$ cat src/design/ipsp_pkg.sv
// ----------------------------------------------------------------------------
// IPS patch parser package
// Shared types, codes and constants of the IPS patch stream parser.
// ----------------------------------------------------------------------------
package ipsp_pkg;

	localparam int unsigned SIZE_W          = 25;
	localparam int unsigned OFFSET_W        = 24;
	localparam int unsigned COUNT_W         = 16;
	localparam int unsigned CMD_QUEUE_DEPTH = 4;

	localparam logic [SIZE_W-1:0]   INIT_SIZE_RESET = 25'd8388608;
	localparam logic [OFFSET_W-1:0] EOF_MARK        = {8'h45, 8'h4F, 8'h46};

	// Result kinds as they appear on the result channel.
	typedef enum logic [1:0] {
		KIND_WRITE     = 2'd0,
		KIND_FILL      = 2'd1,
		KIND_DONE      = 2'd2,
		KIND_MALFORMED = 2'd3
	} kind_t;

	// One byte of the patch stream.
	typedef struct packed {
		logic [7:0] patch_byte;
		logic       final_byte;
	} item_t;

	// One result on the output channel.
	typedef struct packed {
		kind_t              kind;
		logic [SIZE_W-1:0]  address;
		logic [7:0]         value;
		logic [COUNT_W-1:0] run_length;
		logic [SIZE_W-1:0]  image_size;
		logic               last_of_run;
	} result_t;

	// Queue entry: everything one patch byte causes, at most one main
	// result followed by an optional malformed result.
	typedef struct packed {
		logic               has_main;
		kind_t              kind;
		logic [SIZE_W-1:0]  address;
		logic [7:0]         value;
		logic [COUNT_W-1:0] run_length;
		logic [SIZE_W-1:0]  image_size;
		logic               bad_end;
	} cmd_t;

	// Expected characters of the "PATCH" header.
	function automatic logic [7:0] magic_char(input logic [2:0] pos);
		logic [7:0] ch;
		case (pos)
			3'd0: ch = 8'h50;
			3'd1: ch = 8'h41;
			3'd2: ch = 8'h54;
			3'd3: ch = 8'h43;
			3'd4: ch = 8'h48;
			default: ch = 8'h00;
		endcase
		return ch;
	endfunction

endpackage

$ cat src/design/ips_patch_stream_parser.sv
// Path: a byte's results go through the command queue, then the output register.
// Throughput: one patch byte per cycle while the queue is not full; the emitter
// gives one result per cycle while the result channel does not stall, so a byte
// that causes a write or fill plus a malformed end keeps its entry until both go.
// Reset: arst_n clears the parser, queue and output register at once; the size
// register returns to 8388608 and no clearing pass is needed.
// ----------------------------------------------------------------------------
// IPS patch stream parser
// Turns an IPS patch, one byte at a time, into byte-write and fill-run
// commands for an image, and reports whether the patch ended properly.
// ----------------------------------------------------------------------------
//
// Structure: the parser front end decodes the "PATCH" header and the records
// and, for every byte that causes results, pushes one command into a short
// queue. The emitter back end pops commands and turns each into one or two
// results held in an output register. A full queue stalls the byte channel;
// a stalled result channel only fills the queue, so both sides run
// independently.
//
// Configuration: the single register, the initial image size, is always
// ready to take a request. It is loaded into the running image size at reset
// and after every final byte, so a new value takes effect with the next patch.
module ips_patch_stream_parser #(
	parameter int unsigned QUEUE_DEPTH = ipsp_pkg::CMD_QUEUE_DEPTH
) (
	input  logic                        clk,
	input  logic                        arst_n,
	input  logic                        byte_valid,
	output logic                        byte_stall,
	input  ipsp_pkg::item_t             byte_item,
	output logic                        result_valid,
	input  logic                        result_stall,
	output ipsp_pkg::result_t           result_item,
	input  logic                        cfg_valid,
	output logic                        cfg_ready,
	input  logic [ipsp_pkg::SIZE_W-1:0] cfg_data
);
	import ipsp_pkg::*;

	logic [SIZE_W-1:0] init_size_q;
	logic              byte_accept;
	logic              push;
	cmd_t              push_cmd;
	logic              pop;
	cmd_t              head;
	logic              head_valid;
	logic              queue_full;

	// The configuration register takes a request on every cycle.
	assign cfg_ready = 1'b1;

	always_ff @(posedge clk or negedge arst_n) begin
		if (!arst_n) begin
			init_size_q <= INIT_SIZE_RESET;
		end else if (cfg_valid && cfg_ready) begin
			init_size_q <= cfg_data;
		end
	end

	// A byte is taken whenever the queue has room for what it may cause.
	assign byte_stall  = queue_full;
	assign byte_accept = byte_valid && !byte_stall;

	ipsp_parser u_parser (
		.clk       (clk),
		.arst_n    (arst_n),
		.accept    (byte_accept),
		.item      (byte_item),
		.init_size (init_size_q),
		.push      (push),
		.cmd       (push_cmd)
	);

	ipsp_cmd_fifo #(
		.DEPTH (QUEUE_DEPTH)
	) u_queue (
		.clk       (clk),
		.arst_n    (arst_n),
		.push      (push),
		.wr_cmd    (push_cmd),
		.pop       (pop),
		.head      (head),
		.not_empty (head_valid),
		.full      (queue_full)
	);

	ipsp_emitter u_emitter (
		.clk          (clk),
		.arst_n       (arst_n),
		.head         (head),
		.head_valid   (head_valid),
		.pop          (pop),
		.result_valid (result_valid),
		.result_stall (result_stall),
		.result_item  (result_item)
	);

endmodule

$ cat src/design/ipsp_parser.sv
// ----------------------------------------------------------------------------
// IPS patch parser front end
// Consumes one patch byte per cycle while accept is high, walks the record format
// and queues the results that the byte causes.
// ----------------------------------------------------------------------------
module ipsp_parser (
	input  logic                          clk,
	input  logic                          arst_n,
	input  logic                          accept,
	input  ipsp_pkg::item_t               item,
	input  logic [ipsp_pkg::SIZE_W-1:0]   init_size,
	output logic                          push,
	output ipsp_pkg::cmd_t                cmd
);
	import ipsp_pkg::*;

	typedef enum logic [6:0] {
		PH_MAGIC  = 7'b0000001,
		PH_OFFSET = 7'b0000010,
		PH_LENGTH = 7'b0000100,
		PH_DATA   = 7'b0001000,
		PH_RCOUNT = 7'b0010000,
		PH_RFILL  = 7'b0100000,
		PH_IDLE   = 7'b1000000
	} phase_t;

	phase_t               phase_q, phase_d;
	logic [2:0]           idx_q, idx_d;
	logic [OFFSET_W-1:0]  offset_q, offset_d;
	logic [COUNT_W-1:0]   length_q, length_d;
	logic [COUNT_W-1:0]   left_q, left_d;
	logic [SIZE_W-1:0]    waddr_q, waddr_d;
	logic [SIZE_W-1:0]    size_q, size_d;

	logic [7:0]           pbyte;
	logic [OFFSET_W-1:0]  new_offset;
	logic [COUNT_W-1:0]   new_length;
	logic [COUNT_W-1:0]   new_count;
	logic [SIZE_W-1:0]    length_end;
	logic [SIZE_W-1:0]    fill_end;
	logic                 has_main;
	kind_t                main_kind;
	logic [SIZE_W-1:0]    main_addr;
	logic [7:0]           main_value;
	logic [COUNT_W-1:0]   main_run;
	logic                 bad_end;

	assign pbyte      = item.patch_byte;
	assign new_offset = {offset_q[OFFSET_W-9:0], pbyte};
	assign new_length = {length_q[COUNT_W-9:0], pbyte};
	assign new_count  = {left_q[COUNT_W-9:0], pbyte};
	assign length_end = {1'b0, offset_q} + {{(SIZE_W-COUNT_W){1'b0}}, new_length};
	assign fill_end   = {1'b0, offset_q} + {{(SIZE_W-COUNT_W){1'b0}}, left_q};

	always_comb begin
		phase_d    = phase_q;
		idx_d      = idx_q;
		offset_d   = offset_q;
		length_d   = length_q;
		left_d     = left_q;
		waddr_d    = waddr_q;
		size_d     = size_q;
		has_main   = 1'b0;
		main_kind  = KIND_WRITE;
		main_addr  = '0;
		main_value = '0;
		main_run   = '0;
		case (phase_q)
			PH_MAGIC: begin
				if (idx_q > 3'd4 || pbyte != magic_char(idx_q)) begin
					has_main  = 1'b1;
					main_kind = KIND_MALFORMED;
					phase_d   = PH_IDLE;
				end else if (idx_q == 3'd4) begin
					idx_d    = '0;
					offset_d = '0;
					phase_d  = PH_OFFSET;
				end else begin
					idx_d = idx_q + 3'd1;
				end
			end
			PH_OFFSET: begin
				offset_d = new_offset;
				if (idx_q >= 3'd2) begin
					idx_d = '0;
					if (new_offset == EOF_MARK) begin
						has_main  = 1'b1;
						main_kind = KIND_DONE;
						phase_d   = PH_IDLE;
					end else begin
						length_d = '0;
						phase_d  = PH_LENGTH;
					end
				end else begin
					idx_d = idx_q + 3'd1;
				end
			end
			PH_LENGTH: begin
				length_d = new_length;
				if (idx_q >= 3'd1) begin
					idx_d = '0;
					if (new_length == '0) begin
						left_d  = '0;
						phase_d = PH_RCOUNT;
					end else begin
						if (length_end > size_q) begin
							size_d = length_end;
						end
						waddr_d = {1'b0, offset_q};
						left_d  = new_length;
						phase_d = PH_DATA;
					end
				end else begin
					idx_d = idx_q + 3'd1;
				end
			end
			PH_DATA: begin
				has_main   = 1'b1;
				main_kind  = KIND_WRITE;
				main_addr  = waddr_q;
				main_value = pbyte;
				waddr_d    = waddr_q + 1'b1;
				left_d     = left_q - 1'b1;
				if (left_q == COUNT_W'(1)) begin
					offset_d = '0;
					phase_d  = PH_OFFSET;
				end
			end
			PH_RCOUNT: begin
				left_d = new_count;
				if (idx_q >= 3'd1) begin
					idx_d   = '0;
					phase_d = PH_RFILL;
				end else begin
					idx_d = idx_q + 3'd1;
				end
			end
			PH_RFILL: begin
				if (fill_end > size_q) begin
					size_d = fill_end;
				end
				has_main   = 1'b1;
				main_kind  = KIND_FILL;
				main_addr  = {1'b0, offset_q};
				main_value = pbyte;
				main_run   = left_q;
				offset_d   = '0;
				phase_d    = PH_OFFSET;
			end
			default: begin
			end
		endcase
		bad_end = item.final_byte && (phase_d != PH_IDLE);
	end

	assign push = accept && (has_main || bad_end);

	always_comb begin
		cmd.has_main   = has_main;
		cmd.kind       = main_kind;
		cmd.address    = main_addr;
		cmd.value      = main_value;
		cmd.run_length = main_run;
		cmd.image_size = size_d;
		cmd.bad_end    = bad_end;
	end

	always_ff @(posedge clk or negedge arst_n) begin
		if (!arst_n) begin
			phase_q  <= PH_MAGIC;
			idx_q    <= '0;
			offset_q <= '0;
			length_q <= '0;
			left_q   <= '0;
			waddr_q  <= '0;
			size_q   <= INIT_SIZE_RESET;
		end else if (accept) begin
			if (item.final_byte) begin
				phase_q  <= PH_MAGIC;
				idx_q    <= '0;
				offset_q <= '0;
				length_q <= '0;
				left_q   <= '0;
				waddr_q  <= '0;
				size_q   <= init_size;
			end else begin
				phase_q  <= phase_d;
				idx_q    <= idx_d;
				offset_q <= offset_d;
				length_q <= length_d;
				left_q   <= left_d;
				waddr_q  <= waddr_d;
				size_q   <= size_d;
			end
		end
	end

	// The field byte counter never runs past the last header character.
	a_idx_range: assert property (@(posedge clk) disable iff (!arst_n)
		idx_q <= 3'd4)
		else $error("field byte index out of range");

endmodule

$ cat src/design/ipsp_cmd_fifo.sv
// ----------------------------------------------------------------------------
// IPS patch parser command queue
// Small first-in first-out queue between the parser and the result emitter.
// ----------------------------------------------------------------------------
module ipsp_cmd_fifo #(
	parameter int unsigned DEPTH = ipsp_pkg::CMD_QUEUE_DEPTH
) (
	input  logic           clk,
	input  logic           arst_n,
	input  logic           push,
	input  ipsp_pkg::cmd_t wr_cmd,
	input  logic           pop,
	output ipsp_pkg::cmd_t head,
	output logic           not_empty,
	output logic           full
);
	import ipsp_pkg::*;

	localparam int unsigned PW = (DEPTH > 1) ? $clog2(DEPTH) : 1;
	localparam int unsigned CW = $clog2(DEPTH + 1);

	cmd_t          mem_q [DEPTH];
	logic [PW-1:0] wr_ptr_q;
	logic [PW-1:0] rd_ptr_q;
	logic [CW-1:0] count_q;

	assign head      = mem_q[rd_ptr_q];
	assign not_empty = (count_q != '0);
	assign full      = (count_q == CW'(DEPTH));

	always_ff @(posedge clk) begin
		if (push) begin
			mem_q[wr_ptr_q] <= wr_cmd;
		end
	end

	always_ff @(posedge clk or negedge arst_n) begin
		if (!arst_n) begin
			wr_ptr_q <= '0;
			rd_ptr_q <= '0;
			count_q  <= '0;
		end else begin
			if (push) begin
				wr_ptr_q <= (wr_ptr_q == PW'(DEPTH - 1)) ? '0 : wr_ptr_q + 1'b1;
			end
			if (pop) begin
				rd_ptr_q <= (rd_ptr_q == PW'(DEPTH - 1)) ? '0 : rd_ptr_q + 1'b1;
			end
			if (push && !pop) begin
				count_q <= count_q + 1'b1;
			end else if (pop && !push) begin
				count_q <= count_q - 1'b1;
			end
		end
	end

	a_no_overflow: assert property (@(posedge clk) disable iff (!arst_n)
		!(push && full))
		else $error("command pushed into a full queue");

	a_no_underflow: assert property (@(posedge clk) disable iff (!arst_n)
		!(pop && !not_empty))
		else $error("command popped from an empty queue");

endmodule

$ cat src/design/ipsp_emitter.sv
// ----------------------------------------------------------------------------
// IPS patch parser result emitter
// Expands each queued command into one or two results and holds them in an
// output register until the consumer takes them.
// ----------------------------------------------------------------------------
module ipsp_emitter (
	input  logic              clk,
	input  logic              arst_n,
	input  ipsp_pkg::cmd_t    head,
	input  logic              head_valid,
	output logic              pop,
	output logic              result_valid,
	input  logic              result_stall,
	output ipsp_pkg::result_t result_item
);
	import ipsp_pkg::*;

	logic    valid_q;
	result_t data_q;
	logic    sub_q;
	logic    load;
	logic    first_main;
	result_t next_res;

	assign load       = head_valid && (!valid_q || !result_stall);
	assign first_main = head.has_main && !sub_q;
	assign pop        = load && !(first_main && head.bad_end);

	always_comb begin
		next_res.kind        = first_main ? head.kind : KIND_MALFORMED;
		next_res.address     = first_main ? head.address : '0;
		next_res.value       = first_main ? head.value : '0;
		next_res.run_length  = first_main ? head.run_length : '0;
		next_res.image_size  = head.image_size;
		next_res.last_of_run = first_main ? !head.bad_end : 1'b1;
	end

	always_ff @(posedge clk) begin
		if (load) begin
			data_q <= next_res;
		end
	end

	always_ff @(posedge clk or negedge arst_n) begin
		if (!arst_n) begin
			valid_q <= 1'b0;
			sub_q   <= 1'b0;
		end else begin
			if (load) begin
				valid_q <= 1'b1;
				sub_q   <= first_main && head.bad_end;
			end else if (!result_stall) begin
				valid_q <= 1'b0;
			end
		end
	end

	assign result_valid = valid_q;
	assign result_item  = data_q;

	// A pending malformed result always belongs to the entry still queued.
	a_sub_has_entry: assert property (@(posedge clk) disable iff (!arst_n)
		sub_q |-> head_valid)
		else $error("second result pending without a queued command");

endmodule
$ cat config.mk
export PLATFORM = sky130hd
export DESIGN_NAME = ips_patch_stream_parser
export DESIGN_NICKNAME = d
export VERILOG_FILES = /design/src/design/ipsp_pkg.sv /design/src/design/ips_patch_stream_parser.sv /design/src/design/ipsp_parser.sv /design/src/design/ipsp_cmd_fifo.sv /design/src/design/ipsp_emitter.sv
export SDC_FILE = /design/constraint.sdc
export NUM_CORES = 1
export LEC_CHECK = 0
export ABC_CLOCK_PERIOD_IN_PS = 10550
export BUFFER_PORTS_ARGS = -buffer_cell sky130_fd_sc_hd__buf_2
export CAP_MARGIN = 20
export CORE_ASPECT_RATIO = 1.2
export CORE_MARGIN = 2
export CORE_UTILIZATION = 25
export DETAILED_ROUTE_END_ITERATION = 8
export HOLD_SLACK_MARGIN = 0.15
export PLACE_DENSITY = 0.37
export SLEW_MARGIN = 10
export SYNTH_ARGS = -nofsm -noshare
export SYNTH_HDL_FRONTEND = slang
export SYNTH_SLANG_ARGS = --single-unit
$ cat constraint.sdc
create_clock -name clk -period 10.55 [get_ports clk]
set_clock_uncertainty 0.15 [all_clocks]
set_input_delay 2.11 -clock clk [delete_from_list [all_inputs] [get_ports clk]]
set_output_delay 2.11 -clock clk [all_outputs]
set_load 0.02 [all_outputs]
# Word-level counts from Yosys, hierarchy flattened
# Memory sizes are Yosys's and may differ from the RTL's.
# Index checks and enable logic that the tools add are counted.
# word_totals
register_bits,219
mem_bits_rw,312
inputBits,39
out_inout_bits,80
word_cells,155
mem_count,1
# op_classes
addsub,9
magnitude_cmp,5
eq_ne,25
muxes,60
n_reduce_logical,36
# mem_list
name,words,word_bits,read_ports,rd_ports_with_merged_regs,write_ports,line_no,text
u_queue.mem_q,4,78,1,0,1,ipsp_cmd_fifo.sv:22,cmd_t mem_q [DEPTH];
# op_table
cell,n
25-bit 2-to-1 mux,8
25-bit one-hot mux with 2 select lines,3
24-bit 2-to-1 mux,4
24-bit one-hot mux with 4 select lines,1
16-bit 2-to-1 mux,4
7-bit 2-to-1 mux,8
24-bit by 16-bit adder with 25-bit output,2
25-bit > comparator,2
16-bit one-hot mux with 3 select lines,1
7-bit one-hot mux with 6 select lines,1
8-bit 2-to-1 mux,5
7-bit one-hot mux with 5 select lines,1
25-bit by 1-bit adder with 25-bit output (second input constant),1
24-bit by 23-bit == test with 1-bit output (second input constant),1
3-bit 2-to-1 mux,7
16-bit by 1-bit == test with 1-bit output (second input constant),1
16-bit logical NOT,1
8-bit one-hot mux with 2 select lines,1
16-bit by 1-bit subtractor with 16-bit output (second input constant),1
3-bit by 2-bit inequality test with 1-bit output (second input constant),4
2-bit 2-to-1 mux,5
1-bit logical AND,9
3-bit inequality test (second input constant),3
3-bit one-hot mux with 3 select lines,1
34 further kinds,60

# Longest topological paths before layout
# depth
depth_word,15
depth_mapped,20
ltp_nobuf,18

# Modules after synthesis
# From an unflattened synthesis, not the netlist that was laid out.
# unflattened
hier_cells,1884
area_unflattened_um2,25446.9
# by_module_without_submodules
mod,instances,cells_per_inst,area_per_inst_um2,seq_area_each_um2
ipsp_cmd_fifo,1,445,11755.0,9544.2
ipsp_parser,1,1241,9864.5,2705.1
ipsp_emitter,1,142,2775.2,2362.3
ips_patch_stream_parser,1,56,1052.3,626.9

# Worst setup path after synthesis
# Ideal clock, no wire load.
# synth_timing
path_kind,input to register
start,in result_stall
end,reg u_queue.count_q[1]
setup_time_ns,0.125
t_arrival_ns,7.697
t_required_ns,10.275
slack_ns,2.578
path_stages,6
n_path_buf,0
cell_sequence,a21oi_1 > nand2_1 > ha_1 > inv_1 > fa_1 > mux2_2
# synth_between
elab_chain_len,7
word_cells_on_any_way,9
classes_between,mux (1); reduce/logical (8)
# synth_rtl
item,line_no,text
start: declaration,ips_patch_stream_parser.sv:32,"input logic result_stall,"
1-bit logical NOT (*),ipsp_emitter.sv:25,assign load = head_valid && (!valid_q || !result_stall);
1-bit logical OR (*),ipsp_emitter.sv:25,
1-bit logical AND (*),ipsp_emitter.sv:25,
1-bit logical AND (*),ipsp_emitter.sv:27,assign pop = load && !(first_main && head.bad_end);
1-bit logical NOT,ipsp_cmd_fifo.sv:49,if (push && !pop) begin
1-bit logical AND,ipsp_cmd_fifo.sv:49,
3-bit 2-to-1 mux or 2-bit nonzero test (tied branches),-,
end signal: assignment,ipsp_cmd_fifo.sv:50,count_q <= count_q + 1'b1;
end signal: assignment,ipsp_cmd_fifo.sv:52,count_q <= count_q - 1'b1;
end: declaration,ipsp_cmd_fifo.sv:25,logic [CW-1:0] count_q;
# Mark *: on every way between the ends. The rest lies on a longest branch, timed or not.
# A chain may end at the register's enable or synchronous reset.

==> run metrics <==
status completed; cells on worst reg2reg path 16; fraction of registers with async set/reset a little over a quarter; Tmin final 7720 ps; Die Y around 350 µm; row count about 130; share of layout cells above drive strength 1 17.8%; count leader, synth edfxtp_1; Root Driver clkbuf_16; Core ar. about 100000 µm²; Post-Syn Area ~25000 µm²; placed insts 3376; CTS tree yes; final slew viol count 0; flop-to-flop setup slack approximately 3900 ps; type of origin of the critical path input pin; WP data arrival 7880 ps; vias 17000; period utilization between 70% and 80%; first-pass GRT wire length about 120 mm; Die W ~300 µm; Skew-Pair Late Insertion Delay 640 ps; synth top area cells edfxtp_1 (46%), dfrtp_1 (14%), mux4_2 (6.9%); fin nets approximately 2200; drt first-iter violations 1034; Top Usage Layer GRT met2; Resized Gates After CTS 0; clk sinks around 530; Worst IR Drop VDD around 0.00012 V; synthesized instance count between 1500 and 2000; Post-DP HPWL between 50 and 60 mm; HP Start u_queue.count_q[2]$_DFFE_PN0P_; CP max FO 18; largest stage delay on the critical path between 600 and 700 ps; Setup TNS Final 0 ps; Port Buf Inserts 117; number of CTS-inserted buffers 58; final wirelength ~81 mm; initial core utilization 25.2%; unrepaired setup endpoints after global routing no; routing usage on met3 1.78%; largest net degree at the start of global routing 67; setup bufs post-CTS 0; Layout fillers 10400; Final setup viols 0; worst path bufs/invs 2; Post-DRT Antenna Nets 0; Largest delay share family, worst path compound AO/OA/AOI/OAI gates; met2 Resource Use GR ~28%; via/cell ratio ~4.9; r2r endpoint u_queue.mem_q[0][24]$_DFFE_PP_; Synth Register Bits 531; vias in the first global route ~18000; sequential share of the synthesized area 59.8%; syn nets 2100; Avg WL per Cell 23.2 µm; # DRC 0; synth unique cells a little under 90; Hold-fix buffers, CTS 0; total congestion overflow 0; Cell Pwr Density 248 nW/µm²; leakage power around 11 nW; Ports 119; Mapped Avg Cell Area around 13 µm²; DIE AREA between 100000 and 150000 µm²; clk buf depth 3; met1 usage 20.1%; htree depth 2; Critical Path Slowest Stage Cell o21a_1; hold depth 1; Achievable Freq approximately 130 MHz; Worst Hold Class flop to flop; Fin. Hold Viols 0; antenna violations before repair 1; WS Path Type input pin to flop; Crit path required time approximately 11000 ps; Worst Tran Pin Value around 1000 ps; worst hold path endpoint u_queue.count_q[2]$_DFFE_PN0P_; Placed Instance Area between 20000 and 30000 µm²; Worst slew margin 30.2%; Syn. warnings 0; top cell type's share of synthesized area between 40% and 50%; Post-synth EDFFs roughly 390; RePlAce Congestion between 0.8 and 0.9; area grow syn2layout 16.4%; Final Non-Filler Cells between 3000 and 4000; crit path cell chain buf_2 -> ha_1 -> o21ai_0 -> o211a_1 -> nor4_2 -> o2111ai_1 -> a2111oi_1 -> xnor2_1 -> ha_1 -> nand4_1 -> or3_1 -> nor3_1 -> a21boi_0 -> o21a_1 -> nor2_2 -> a222oi_1 -> inv_1; RR Startpoint u_parser.offset_q[2]$_DFFE_PN0P_; GRT Util Overall 15.5%; MaxCap Viol Count 0; CP endpoint kind flop; post-synth top area cell edfxtp_1; First-pass DRT Iterations 5; main flop type after synthesis edfxtp_1; Worst-path clk slew 60 ps; post-layout instance area just under 30000 µm²; CP dominant cell by count ha_1; list of most frequent post-synthesis cells edfxtp_1 (389), dfrtp_1 (139), nand2_1 (131), o21ai_0 (131), ha_1 (96)
-- per-layer routing --
layer,wire length [µm],up-vias
met2,41200,318
met1,35600,8819
met4,1610,0
met3,2570,81
li1,-,7760
met5,0,-
-- how the worst max path moves through the flow --
| stage | from | endpoint | slack [ps] | cells past startpoint |
|---|---|---|---|---|
| global route | byte_item[3] | u_queue.mem_q[0][24]$_DFFE_PP_ | 2400 | 17 |
| floorplan | result_stall | u_queue.count_q[1]$_DFFE_PN0P_ | 2580 | 6 |
| finish | byte_item[3] | u_queue.mem_q[0][24]$_DFFE_PP_ | 2830 | 17 |
| global placement | byte_item[3] | u_queue.mem_q[0][24]$_DFFE_PP_ | 2510 | 17 |
| CTS | byte_item[3] | u_queue.mem_q[0][24]$_DFFE_PP_ | 2870 | 17 |
| detailed placement | byte_item[3] | u_queue.mem_q[0][24]$_DFFE_PP_ | 2200 | 17 |
-- worst reg2reg max path, cell delays in order, from the launching register on --
cell and delay, ps:
dfrtp_1 510, ha_1 440, o21ai_0 160, o211a_1 270, nor4_2 460, o2111ai_1 340, a2111oi_1 540, xnor2_1 190
ha_1 350, nand4_1 100, or3_1 420, nor3_1 260, a21boi_0 370, o21a_1 680, nor2_2 380, a222oi_1 500
inv_1 150
-- power by group --
part	switching [mW]	internal [mW]
Clock	0.879	1.21
Combinational	1.37	0.787
Sequential	0.205	2.90
Total	2.46	4.89
-- sequential cells by signal, summed over array words and instances (netlist names) --
signal / flops
u_queue.mem_q: 312
u_parser.left_q: 16
u_emitter.result_item: 77
u_parser.size_q: 25
u_emitter.sub_q: 1
init_size_q: 25
u_parser.waddr_q: 25
u_queue.count_q: 3
u_parser.phase_q: 7
u_queue.rd_ptr_q: 2
u_parser.offset_q: 24
u_parser.length_q: 8
u_queue.wr_ptr_q: 2
u_parser.idx_q: 3
u_emitter.result_valid: 1
-- cell usage in the layout (no fill, tap or decap), types with 15 or more instances in the layout --
master and instances:
a211oi_1 15, xor2_1 22, and2_1 24, ha_1 96, buf_2 116, nand3_1 76
xnor2_1 32, o21ai_0 131, nor3_1 46, nand2_1 131, a21o_1 23, edfxtp_1 389
mux4_2 78, mux2_2 27, dfrtp_1 137, a21oi_1 86, buf_4 33, inv_1 87
nand4_1 17, and3_1 87, clkbuf_16 58, nor2_1 82, a22o_1 17, o22ai_1 19
-- final cells by class --
type,count,area (µm²),area share (%)
clock inverter,31,372,1.25
clock buffer,78,1590,5.35
multi-input combinational,1242,9550,32.2
timing repair buffer,151,860,2.90
tap,1365,1710,5.76
antenna,1,2.50,0.00844
inverter,87,327,1.10
sequential,531,15200,51.4
-- metrics by stage --
stage          setup slack [ps]  util [%]  hold WS (ps)  power, mW
2_1_floorplan              2580         -           286       4.54
3_3_place_gp               2510      27.4           323       5.37
3_5_place_dp               2200      27.4           342       5.39
4_1_cts                    2870      29.3           351       7.53
5_1_grt                    2400      29.3           380       7.78
6_report                   2830      29.3           341       7.35
-- kinds of logic (layout without fill, tap and decap cells) --
group	Yosys count	in the layout	share of synthesized area, %
flip-flops	531	531	59.8
adder cells (fa/ha/maj)	99	99	4.95
multiplexers	112	112	8.38
AO/OA/AOI/OAI	433	433	11.1
other	1	2	0.0147
XOR/XNOR	54	54	1.86
buffers and inverters	189	347	2.93
AND/OR/NAND/NOR	543	543	10.9
No activity file was read; power rests on OpenSTA's default activity.
